==> config.mk <==
export PLATFORM = sky130hd
export DESIGN_NAME = char_lcd_nibble_write_sequencer
export DESIGN_NICKNAME = d
export VERILOG_FILES = /design/src/hdl/clns_pkg.sv /design/src/hdl/char_lcd_nibble_write_sequencer.sv
export SDC_FILE = /design/constraint.sdc
export NUM_CORES = 1
export LEC_CHECK = 0
export BUFFER_PORTS_ARGS = -buffer_cell sky130_fd_sc_hd__buf_2
export CAP_MARGIN = 10
export CORE_MARGIN = 2
export CORE_UTILIZATION = 66
export DETAILED_ROUTE_END_ITERATION = 7
export GPL_ROUTABILITY_DRIVEN = 0
export GPL_TIMING_DRIVEN = 0
export HOLD_SLACK_MARGIN = 0.15
export PLACE_DENSITY = 0.85
export SYNTH_ARGS = -nofsm -noshare
export SYNTH_HDL_FRONTEND = slang
export SYNTH_SLANG_ARGS = --single-unit
==> constraint.sdc <==
create_clock -name clk -period 8.9 [get_ports clk]
set_input_delay 1.335 -clock clk [delete_from_list [all_inputs] [get_ports clk]]
set_output_delay 1.335 -clock clk [all_outputs]
set_load 0.05 [all_outputs]
==> src/hdl/clns_pkg.sv <==
`timescale 1ns / 1ps
`default_nettype none
// ----------------------------------------------------------------------------
// clns_pkg
// Shared types, request codes, register indexes and byte tables of the
// character-LCD 4-bit write sequencer.
// ----------------------------------------------------------------------------
package clns_pkg;

  // Request codes carried on the slave-side tuser
  localparam logic [2:0] OP_INIT  = 3'd0;
  localparam logic [2:0] OP_CMD   = 3'd1;
  localparam logic [2:0] OP_DATA  = 3'd2;
  localparam logic [2:0] OP_CLEAR = 3'd3;
  localparam logic [2:0] OP_HOME  = 3'd4;
  localparam logic [2:0] OP_PRINT = 3'd5;

  // Register indexes (byte address = 4 * index)
  localparam logic [1:0] REG_PULSE_WAIT    = 2'd0;
  localparam logic [1:0] REG_EXEC_WAIT     = 2'd1;
  localparam logic [1:0] REG_LONG_WAIT     = 2'd2;
  localparam logic [1:0] REG_POWER_ON_WAIT = 2'd3;

  // Command bytes
  localparam logic [7:0] CMD_CLEAR = 8'h01;
  localparam logic [7:0] CMD_HOME  = 8'h02;
  localparam logic [7:0] CHAR_ZERO_HI = 8'h30;

  // Bytes in the init sequence and in the "Err" response
  localparam int unsigned INIT_BYTES = 6;
  localparam int unsigned ERR_BYTES  = 3;
  // Most decimal digits a 16-bit value can have
  localparam int unsigned VALUE_DIGITS = 5;

  // Source of the byte stream for the current request
  typedef enum logic [1:0] {
    K_INIT  = 2'd0,
    K_ONE   = 2'd1,
    K_ERR   = 2'd2,
    K_DIGIT = 2'd3
  } kind_t;

  // Sequencer states, one-hot
  typedef enum logic [3:0] {
    ST_IDLE  = 4'b0001,
    ST_CONV  = 4'b0010,
    ST_POWER = 4'b0100,
    ST_BYTES = 4'b1000
  } state_t;

  // Init command bytes in order
  function automatic logic [7:0] init_byte(input logic [2:0] idx);
    logic [7:0] b;
    unique case (idx)
      3'd0:    b = 8'h30;
      3'd1:    b = 8'h28;
      3'd2:    b = CMD_CLEAR;
      3'd3:    b = CMD_HOME;
      3'd4:    b = 8'h06;
      3'd5:    b = 8'h0C;
      default: b = 8'h0C;
    endcase
    return b;
  endfunction

  // "Err" characters
  function automatic logic [7:0] err_byte(input logic [2:0] idx);
    logic [7:0] b;
    if (idx == 3'd0) begin
      b = 8'h45;
    end else begin
      b = 8'h72;
    end
    return b;
  endfunction

  // 10 to the power n, evaluated at elaboration
  function automatic logic [31:0] pow10(input int n);
    logic [31:0] p;
    p = 32'd1;
    for (int i = 0; i < n; i++) begin
      p = p * 32'd10;
    end
    return p;
  endfunction

endpackage
`default_nettype wire

==> src/hdl/char_lcd_nibble_write_sequencer.sv <==
`timescale 1ns / 1ps
`default_nettype none
// ----------------------------------------------------------------------------
// char_lcd_nibble_write_sequencer
// Expands LCD requests into 4-bit bus events (nibble, RS, E, wait units).
//
// Usage:
//   Slave stream: tuser = request code (init, command, data, clear, home,
//   print number), tdata = 16-bit value. Master stream: one beat per bus
//   event, tlast on the final event of a request. APB port sets the four
//   wait registers; write them only while the block is idle.
//   The first event of a request passes through the input buffer, the
//   sequencer registers and the output register to the master stream; an
//   in-range print number first runs the divide-by-ten conversion unit, one
//   decimal digit at a time. Throughput: one event per cycle while the
//   receiver takes them, set by the single event sequencer; a request has
//   four events per byte, 25 for init. A one-beat input buffer takes the
//   next request while the current one is being expanded.
//   Reset: wait registers return to 1, 40, 1500 and 5000; buffer and output
//   register empty. When the receiver stalls, the output register holds its
//   beat and the sequencer waits; nothing is dropped.
// ----------------------------------------------------------------------------
module char_lcd_nibble_write_sequencer #(
  parameter int MAX_DIGITS = 4
) (
  input  wire logic        clk,
  input  wire logic        rst,
  // request stream
  input  wire logic        s_tvalid,
  output logic             s_tready,
  input  wire logic [15:0] s_tdata,   // [15:0] value
  input  wire logic [2:0]  s_tuser,   // [2:0] op
  // bus event stream
  output logic             m_tvalid,
  input  wire logic        m_tready,
  output logic [23:0]      m_tdata,   // [3:0] nibble, [4] reg_select, [5] enable,
                                      // [23:6] wait_units
  output logic             m_tlast,   // last
  // configuration
  input  wire logic        psel,
  input  wire logic        penable,
  input  wire logic        pwrite,
  input  wire logic [3:0]  paddr,
  input  wire logic [31:0] pwdata,
  output logic [31:0]      prdata,
  output logic             pready
);

  // Digits that can actually occur and the counter widths that follow
  localparam int NDIG = (MAX_DIGITS < int'(clns_pkg::VALUE_DIGITS)) ?
                        MAX_DIGITS : int'(clns_pkg::VALUE_DIGITS);
  localparam int DW = (NDIG > 1) ? $clog2(NDIG) : 1;
  localparam int CW = $clog2(NDIG + 1);
  localparam logic [31:0] LIMIT = clns_pkg::pow10(MAX_DIGITS);
  localparam logic [CW-1:0] NDIG_C = CW'(NDIG);

  // Configuration registers
  logic [15:0] pulse_wait;
  logic [15:0] exec_wait;
  logic [15:0] long_wait;
  logic [15:0] power_on_wait;

  // Input buffer
  logic        in_full;
  logic [2:0]  in_op;
  logic [15:0] in_value;

  // Sequencer
  clns_pkg::state_t state;
  clns_pkg::kind_t  kind;
  logic [7:0]  one_byte;
  logic        one_slow;
  logic        rs;
  logic [2:0]  nbytes;
  logic [2:0]  bidx;
  logic [1:0]  ph;

  // Digit conversion
  logic [15:0]   work;
  logic [CW-1:0] dcnt;
  logic [3:0]    digits [NDIG];
  logic [31:0]   prod;
  logic [12:0]   quot;
  logic [15:0]   rem_w;
  logic [3:0]    digit_rd;
  logic [2:0]    didx;

  logic        start;
  logic        emit;
  logic        ev_last;
  logic [7:0]  cur_byte;
  logic        cur_slow;
  logic [3:0]  ev_nibble;
  logic        ev_enable;
  logic [17:0] ev_wait;
  logic [17:0] end_wait;
  logic        cfg_wr;

  assign pready = 1'b1;
  assign cfg_wr = psel && penable && pwrite && pready;

  // Take a buffered request when the sequencer is free
  assign start    = in_full && (state == clns_pkg::ST_IDLE);
  assign s_tready = !in_full || start;

  // Divide the working value by ten through a reciprocal multiply
  assign prod  = 32'(work) * 32'd52429;
  assign quot  = prod[31:19];
  assign rem_w = work - {quot, 3'b000} - {2'b00, quot, 1'b0};

  // Digits go out most significant first
  assign didx     = nbytes - 3'd1 - bidx;
  assign digit_rd = digits[didx[DW-1:0]];

  // Pick the byte in flight
  always_comb begin
    unique case (kind)
      clns_pkg::K_INIT:  cur_byte = clns_pkg::init_byte(bidx);
      clns_pkg::K_ONE:   cur_byte = one_byte;
      clns_pkg::K_ERR:   cur_byte = clns_pkg::err_byte(bidx);
      clns_pkg::K_DIGIT: cur_byte = clns_pkg::CHAR_ZERO_HI | {4'h0, digit_rd};
      default:           cur_byte = one_byte;
    endcase
  end

  assign cur_slow = (kind == clns_pkg::K_INIT) ? ((bidx == 3'd2) || (bidx == 3'd3))
                                                : one_slow;
  assign end_wait = 18'(pulse_wait) + 18'(exec_wait) + (cur_slow ? 18'(long_wait) : 18'd0);

  // Build the event of the current step
  always_comb begin
    if (state == clns_pkg::ST_POWER) begin
      ev_nibble = 4'h0;
      ev_enable = 1'b0;
      ev_wait   = 18'(power_on_wait);
      ev_last   = 1'b0;
    end else begin
      ev_nibble = ph[1] ? cur_byte[3:0] : cur_byte[7:4];
      ev_enable = !ph[0];
      ev_wait   = (ph == 2'd3) ? end_wait : 18'(pulse_wait);
      ev_last   = (ph == 2'd3) && (bidx == nbytes - 3'd1);
    end
  end

  assign emit = ((state == clns_pkg::ST_POWER) || (state == clns_pkg::ST_BYTES)) &&
                (!m_tvalid || m_tready);

  // Register readback
  always_comb begin
    unique case (paddr[3:2])
      clns_pkg::REG_PULSE_WAIT:    prdata = {16'h0000, pulse_wait};
      clns_pkg::REG_EXEC_WAIT:     prdata = {16'h0000, exec_wait};
      clns_pkg::REG_LONG_WAIT:     prdata = {16'h0000, long_wait};
      clns_pkg::REG_POWER_ON_WAIT: prdata = {16'h0000, power_on_wait};
      default:                     prdata = 32'h0000_0000;
    endcase
  end

  // Control state
  always_ff @(posedge clk) begin
    if (rst) begin
      pulse_wait    <= 16'd1;
      exec_wait     <= 16'd40;
      long_wait     <= 16'd1500;
      power_on_wait <= 16'd5000;
      in_full       <= 1'b0;
      m_tvalid      <= 1'b0;
      state         <= clns_pkg::ST_IDLE;
    end else begin
      // write configuration
      if (cfg_wr) begin
        unique case (paddr[3:2])
          clns_pkg::REG_PULSE_WAIT:    pulse_wait    <= pwdata[15:0];
          clns_pkg::REG_EXEC_WAIT:     exec_wait     <= pwdata[15:0];
          clns_pkg::REG_LONG_WAIT:     long_wait     <= pwdata[15:0];
          clns_pkg::REG_POWER_ON_WAIT: power_on_wait <= pwdata[15:0];
          default: ;
        endcase
      end

      // hold or drop the buffered request
      if (s_tvalid && s_tready) begin
        in_full <= 1'b1;
      end else if (start) begin
        in_full <= 1'b0;
      end

      // output register occupancy
      if (emit) begin
        m_tvalid <= 1'b1;
      end else if (m_tready) begin
        m_tvalid <= 1'b0;
      end

      // advance the sequencer
      unique case (state)
        clns_pkg::ST_IDLE: begin
          if (start) begin
            unique case (in_op)
              clns_pkg::OP_INIT:  state <= clns_pkg::ST_POWER;
              clns_pkg::OP_CMD,
              clns_pkg::OP_DATA,
              clns_pkg::OP_CLEAR,
              clns_pkg::OP_HOME:  state <= clns_pkg::ST_BYTES;
              clns_pkg::OP_PRINT: begin
                if ({16'h0000, in_value} >= LIMIT) begin
                  state <= clns_pkg::ST_BYTES;
                end else begin
                  state <= clns_pkg::ST_CONV;
                end
              end
              default: state <= clns_pkg::ST_IDLE;
            endcase
          end
        end
        clns_pkg::ST_CONV: begin
          if (quot == 13'd0) begin
            state <= clns_pkg::ST_BYTES;
          end
        end
        clns_pkg::ST_POWER: begin
          if (emit) begin
            state <= clns_pkg::ST_BYTES;
          end
        end
        clns_pkg::ST_BYTES: begin
          if (emit && ev_last) begin
            state <= clns_pkg::ST_IDLE;
          end
        end
        default: state <= clns_pkg::ST_IDLE;
      endcase
    end
  end

  // Payload and step counters
  always_ff @(posedge clk) begin
    if (s_tvalid && s_tready) begin
      in_op    <= s_tuser;
      in_value <= s_tdata;
    end

    if (emit) begin
      m_tdata <= {ev_wait, ev_enable, rs, ev_nibble};
      m_tlast <= ev_last;
    end

    if (start) begin
      bidx     <= 3'd0;
      ph       <= 2'd0;
      dcnt     <= '0;
      work     <= in_value;
      one_slow <= 1'b0;
      one_byte <= in_value[7:0];
      rs       <= 1'b0;
      nbytes   <= 3'd1;
      kind     <= clns_pkg::K_ONE;
      unique case (in_op)
        clns_pkg::OP_INIT: begin
          kind   <= clns_pkg::K_INIT;
          nbytes <= 3'(clns_pkg::INIT_BYTES);
        end
        clns_pkg::OP_DATA: begin
          rs <= 1'b1;
        end
        clns_pkg::OP_CLEAR: begin
          one_byte <= clns_pkg::CMD_CLEAR;
          one_slow <= 1'b1;
        end
        clns_pkg::OP_HOME: begin
          one_byte <= clns_pkg::CMD_HOME;
          one_slow <= 1'b1;
        end
        clns_pkg::OP_PRINT: begin
          rs <= 1'b1;
          if ({16'h0000, in_value} >= LIMIT) begin
            kind   <= clns_pkg::K_ERR;
            nbytes <= 3'(clns_pkg::ERR_BYTES);
          end else begin
            kind <= clns_pkg::K_DIGIT;
          end
        end
        default: ;
      endcase
    end else if (state == clns_pkg::ST_CONV) begin
      // peel one decimal digit per cycle, least significant first
      digits[dcnt[DW-1:0]] <= rem_w[3:0];
      dcnt                 <= dcnt + CW'(1);
      work                 <= 16'(quot);
      if (quot == 13'd0) begin
        nbytes <= 3'(dcnt) + 3'd1;
      end
    end else if (emit && (state == clns_pkg::ST_BYTES)) begin
      ph <= ph + 2'd1;
      if ((ph == 2'd3) && !ev_last) begin
        bidx <= bidx + 3'd1;
      end
    end
  end

  // A held request stays until the sequencer takes it
  a_buffer_holds: assert property (@(posedge clk) disable iff (rst)
    in_full && !start |=> in_full)
    else $error("request buffer lost its entry");

  // An enable-high event never ends a request
  a_last_on_low: assert property (@(posedge clk) disable iff (rst)
    m_tvalid && m_tlast |-> !m_tdata[5])
    else $error("last event has enable high");

  // Enable-high events hold exactly the pulse wait
  a_pulse_wait: assert property (@(posedge clk) disable iff (rst)
    m_tvalid && m_tdata[5] |-> m_tdata[23:6] == 18'(pulse_wait))
    else $error("enable-high event wait mismatch");

  // Digit conversion never runs past the digit store
  a_digit_room: assert property (@(posedge clk) disable iff (rst)
    state == clns_pkg::ST_CONV |-> dcnt < NDIG_C)
    else $error("digit store overflow");

  // Sequencer leaves idle only on a buffered request
  a_start_only: assert property (@(posedge clk) disable iff (rst)
    state == clns_pkg::ST_IDLE && !in_full |=> state == clns_pkg::ST_IDLE)
    else $error("sequencer started without a request");

endmodule
`default_nettype wire

# [Word level (Yosys, flattened, before mapping)]
# Memories as Yosys holds them, arrays and structs flattened.
# Cells that the tools add are included.
[totals] out_inout_bits=60 n_memories=1 input_bits=62 mem_bits_rw=16 regBits=153
[memory_table] name="digits" depth=4 word_bits=4 read_ports=1 rd_clocked_by_memory_dff=0 wr=1 line="char_lcd_nibble_write_sequencer.sv:81" text="logic [3:0] digits [NDIG];"
[op_classes] add_sub_neg=9 mul=1 n_reduce_logical=38 bitwise_logic=2 muxes=36 eq_ne=25 n_lt_le_gt_ge=1
[ops] cell="$pmux 32 s4" count=1
[ops] cell="$mux 16" count=5
[ops] cell="$mul 16x16->32 const B" count=1
[ops] cell="$pmux 8 s4" count=1
[ops] cell="$pmux 6 s5" count=1
[ops] cell="$mux 4" count=6
[ops] cell="$add 17x16->18" count=1
[ops] cell="$add 16x16->17" count=1
[ops] cell="$ge 16x14->1 const B" count=1
[ops] cell="$pmux 4 s4" count=1
[ops] cell="$pmux 8 s2" count=1
[ops] cell="$logic_not 13->1" count=1
[ops] cell="$eq 3x2->1 const B" count=4
[ops] cell="$mux 1" count=12
[ops] cell="$pmux 4 s3" count=1
[ops] cell="$reduce_and 2->1" count=6
[ops] cell="$eq 2x2->1 const B" count=5
[ops] cell="$eq 3x3->1 const B" count=3
[ops] cell="$logic_and 1x1->1" count=9
[ops] cell="$mux 3" count=3
[ops] cell="$reduce_bool 2->1" count=4
[ops] cell="$sub 4x4->4" count=2
[ops] cell="$add 3x1->3 const B" count=2
[ops] cell="$eq 3x1->1 const B" count=2
[ops] cell="24 further kinds" count=38

# [Logic depth before layout (Yosys ltp)]
[depth] depth_word=7 depth_mapped=23 mapped_depth_nobuf=23

# [Worst setup path before layout]
# No wires, ideal clock.
[synth_path] kind="reg2reg" startpoint="reg work[3]" endpoint="reg nbytes[0] (enable)" path_slack_ps=2914 required_ps=8600 t_arrival_ps=5685 period_less_slack_ps=5986 path_stages_with_launch=22 n_path_buf=0 path_cell_list="edfxtp_1 -> ha_1 -> inv_1 -> fa_1 -> inv_1 -> fa_1 -> fa_1 -> fa_1 -> inv_1 -> fa_1 -> inv_1 -> ha_1 -> a211oi_1 -> nand3b_1 -> a211oi_2 -> a21oi_1 -> xnor2_1 -> nand2_1 -> a2111oi_2 -> o2111ai_1 -> nor3_1 -> a21o_1"
[synth_between] elab_chain_cells=4
[synth_rtl] item="start, declared" line="char_lcd_nibble_write_sequencer.sv:79" text="logic [15:0] work;"
[synth_rtl] item="start signal, assigned" line="char_lcd_nibble_write_sequencer.sv:252" text="work <= in_value;"
[synth_rtl] item="start signal, assigned" line="char_lcd_nibble_write_sequencer.sv:289" text="work <= 16'(quot);"
[synth_rtl] item="$mul 16x16->32" line="char_lcd_nibble_write_sequencer.sv:107" text="assign prod = 32'(work) * 32'd52429;"
[synth_rtl] item="$logic_not 13->1" line="char_lcd_nibble_write_sequencer.sv:290" text="if (quot == 13'd0) begin"
[synth_rtl] item="$reduce_bool 2->1 (no line)"
[synth_rtl] item="$reduce_and 2->1 (no line)"
[synth_rtl] item="end signal, assigned" line="char_lcd_nibble_write_sequencer.sv:261" text="nbytes <= 3'(clns_pkg::INIT_BYTES);"
[synth_rtl] item="end signal, assigned" line="char_lcd_nibble_write_sequencer.sv:278" text="nbytes <= 3'(clns_pkg::ERR_BYTES);"
[synth_rtl] item="end signal, assigned" line="char_lcd_nibble_write_sequencer.sv:291" text="nbytes <= 3'(dcnt) + 3'd1;"
[synth_rtl] item="end, declared" line="char_lcd_nibble_write_sequencer.sv:74" text="logic [2:0] nbytes;"
# Every way passes these cells.
# A chain may end at the register's enable or synchronous reset.

# [Worst setup path in the final report]
[layout_path] startpoint="reg work[3]" endpoint="reg nbytes[2] (enable)"
# Same word-level chain as after synthesis.

==> metrics <==
chip height 146 um; vias in the first global route approximately 11000; crit path max fanout 6; count of final setup violators 0; DIE AREA approximately 21000 um^2; via count roughly 11000; register area share after synthesis 32.1%; drt first pass iters 7; CTS max path bufs 2; Peak Freq 141 MHz; DP HPWL approximately 27000 um; Post-CTS Setup Inserts 0; grt ovf 0; Worst Path Required 9040 ps; post-synthesis cell type count 62; TritonCTS clock tree built; final hold vios 0; post-synthesis simple-gate area fraction 14.0%; number of I/O pins between 100 and 150; number of synthesized flops with an enable pin 91; # DRC 0; H-tree Lvls 4; crit start category register; Setup Crit Path Kind register to register; area grow syn2layout 10.4%; worst slew pin tran 1170 ps; Final ANT Viol Nets 0; final sum of negative setup slack 0 ps; number of synthesized register bits 169; Slew Viols, Final 0; nets 1803; share of cells above drive strength 1 11.3%; Async S/R FF share, synth 0%; first-pass GRT wire length 54500 um; Reg clk slew, reported paths 70 ps; Initial DRC Count 917; Detailed Route WL 34000 um; CTS root buf clkbuf_16; setup repair after global routing missed its margin false; initial antenna violation count 3; Initial Util roughly 67%; Core Region roughly 20000 um^2; row cnt 52; synthesized instance count 1364; pin count of the biggest net entering global routing 22; worst hold path type register to register; worst rel slew slack between 20 and 25%; Post-Synth XOR/XNOR Area 2.68%; Top FF cell, synth edfxtp_1; DR WL/cell 19.2 um; Global Route Usage Sum 32.9%; IO Port Bufs 85; Setup Skew roughly 11 ps; Worst setup EP type register; post-synthesis mux area share between 4 and 5%; die width 146 um; yosys warns 0; Tcrit/Tclk final 80.0%; Vias/cell roughly 6; Num CTS Buffers 17; Final min period between 7000 and 8000 ps; outcome complete, no violations; max-cap violation count 0; Worst-Skew Late Latency 430 ps; PostCTS Resize Cnt 0; adder-cell share of the synthesized area 29.5%; average size of a mapped cell approximately 9.8 um^2; CP arrival 7250 ps; largest family of logic cells by synthesized area adder cells; Hold Buf Count CTS 0; post-synthesis compound-gate area fraction 9.64%; clock sinks 169; mapped cell area 13400 um^2
[worst paths after layout]
check | from | to | slack, ps | depth (start not counted)
max | work[3]$_DFFE_PP_ | nbytes[2]$_DFFE_PP_ | 1780 | 21
min | rs$_DFFE_PP_ | m_tdata[4]$_DFFE_PP_ | 460 | 0
max reg2reg | work[3]$_DFFE_PP_ | nbytes[2]$_DFFE_PP_ | 1780 | 21
min reg2reg | rs$_DFFE_PP_ | m_tdata[4]$_DFFE_PP_ | 460 | 0
[sequential cells by signal (all words and copies together), names as in the netlist, 2 cells and up]
register,cells
exec_wait,16
work,16
long_wait,16
ph,2
m_tdata,24
in_op,3
nbytes,3
one_byte,8
bidx,3
kind,2
pulse_wait,16
power_on_wait,16
in_value,16
state,4
dcnt,3
digits,16
[placed cells by master (no fill, tap or decap), drive strengths merged, types with 6 or more instances in the layout]
| cell | netlist | final |
|---|---|---|
| a211oi | 17 | 17 |
| a21o | 7 | 7 |
| a21oi | 102 | 102 |
| and2 | 18 | 18 |
| and3 | 9 | 9 |
| buf | 20 | 106 |
| clkbuf | 40 | 58 |
| clkinv | 0 | 9 |
| conb | 2 | 17 |
| dfxtp | 78 | 78 |
| edfxtp | 91 | 91 |
| fa | 97 | 97 |
| ha | 160 | 160 |
| inv | 187 | 189 |
| mux2i | 18 | 18 |
| mux4 | 20 | 20 |
| nand2 | 201 | 201 |
| nand2b | 9 | 9 |
| nand3 | 18 | 18 |
| nand3b | 17 | 17 |
| nor2 | 60 | 60 |
| nor2b | 21 | 21 |
| nor3 | 15 | 15 |
| nor3b | 6 | 6 |
| o21a | 6 | 6 |
| o21ai | 44 | 44 |
| xnor2 | 28 | 28 |
| xor2 | 13 | 13 |
[Yosys cell counts, drive strengths merged (7+ instances only)]
cell | number | area share [%]
nand3b | 17 | 0.95
a21oi | 102 | 3.9
fa | 97 | 15
nand2 | 201 | 5.6
buf | 20 | 1.0
o21ai | 44 | 1.6
a211oi | 17 | 0.99
inv | 187 | 5.2
a21o | 7 | 0.39
edfxtp | 91 | 20
and3 | 9 | 0.42
mux2i | 18 | 1.3
nand2b | 9 | 0.42
nor2b | 21 | 0.98
ha | 160 | 15
dfxtp | 78 | 12
mux4 | 20 | 3.4
and2 | 18 | 0.84
clkbuf | 40 | 1.1
nor3 | 15 | 0.56
xnor2 | 28 | 1.8
nand3 | 18 | 0.67
xor2 | 13 | 0.85
nor2 | 60 | 1.7
[final cells by class]
| cell class | instances | area, um^2 |
|---|---|---|
| antenna | 3 | 7.51 |
| buffer | 60 | 289 |
| clock buffer | 18 | 429 |
| clock inverter | 14 | 105 |
| fill | 1385 | 5260 |
| inverter | 187 | 702 |
| multi-input combinational | 963 | 8160 |
| sequential | 169 | 4290 |
| tap | 270 | 338 |
| timing repair buffer | 86 | 453 |
[cells by family after synthesis]
group                    Yosys count
AO/OA/AOI/OAI                    212
adder cells (fa/ha/maj)          257
AND/OR/NAND/NOR                  398
multiplexers                      38
flip-flops                       169
buffers and inverters            247
other                              2
XOR/XNOR                          41
[stage by stage]
stage	setup WS [ps]	util [%]	hold slack, ps	std cells	area (um^2)
final	1780	73.8	459	1770	14800
after global routing	1560	73.8	478	1770	14800
after CTS	1920	73.7	454	1767	14800
after detailed placement	1970	71.0	439	1735	14200
after global placement	2010	70.9	441	1734	14200
after floorplan	2910	-	400	1379	13400
[routing by layer]
metal | track usage (%) | vias up | routed length (um)
met3 | 6.97 | 152 | 3320
met5 | 0 | - | 0
met4 | 17.7 | 0 | 1840
met2 | 53.4 | 600 | 16000
li1 | - | 4807 | -
met1 | 41.6 | 5010 | 12900
[critical path, stage by stage, from the launching register on]
cell,delay (ps)
edfxtp_1,520
ha_1,400
inv_1,80
fa_1,530
inv_1,50
fa_1,520
fa_1,550
fa_1,570
inv_1,70
fa_1,530
inv_1,40
ha_1,220
a211oi_1,380
nand3b_1,140
a211oi_2,290
a21oi_1,130
xnor2_1,540
nand2_1,160
a2111oi_2,380
o2111ai_1,230
nor3_1,250
a21o_1,200
Power is left out: the tool's default activity adds up to more than one toggle a clock period on the data nets, which glitch-free logic cannot reach.
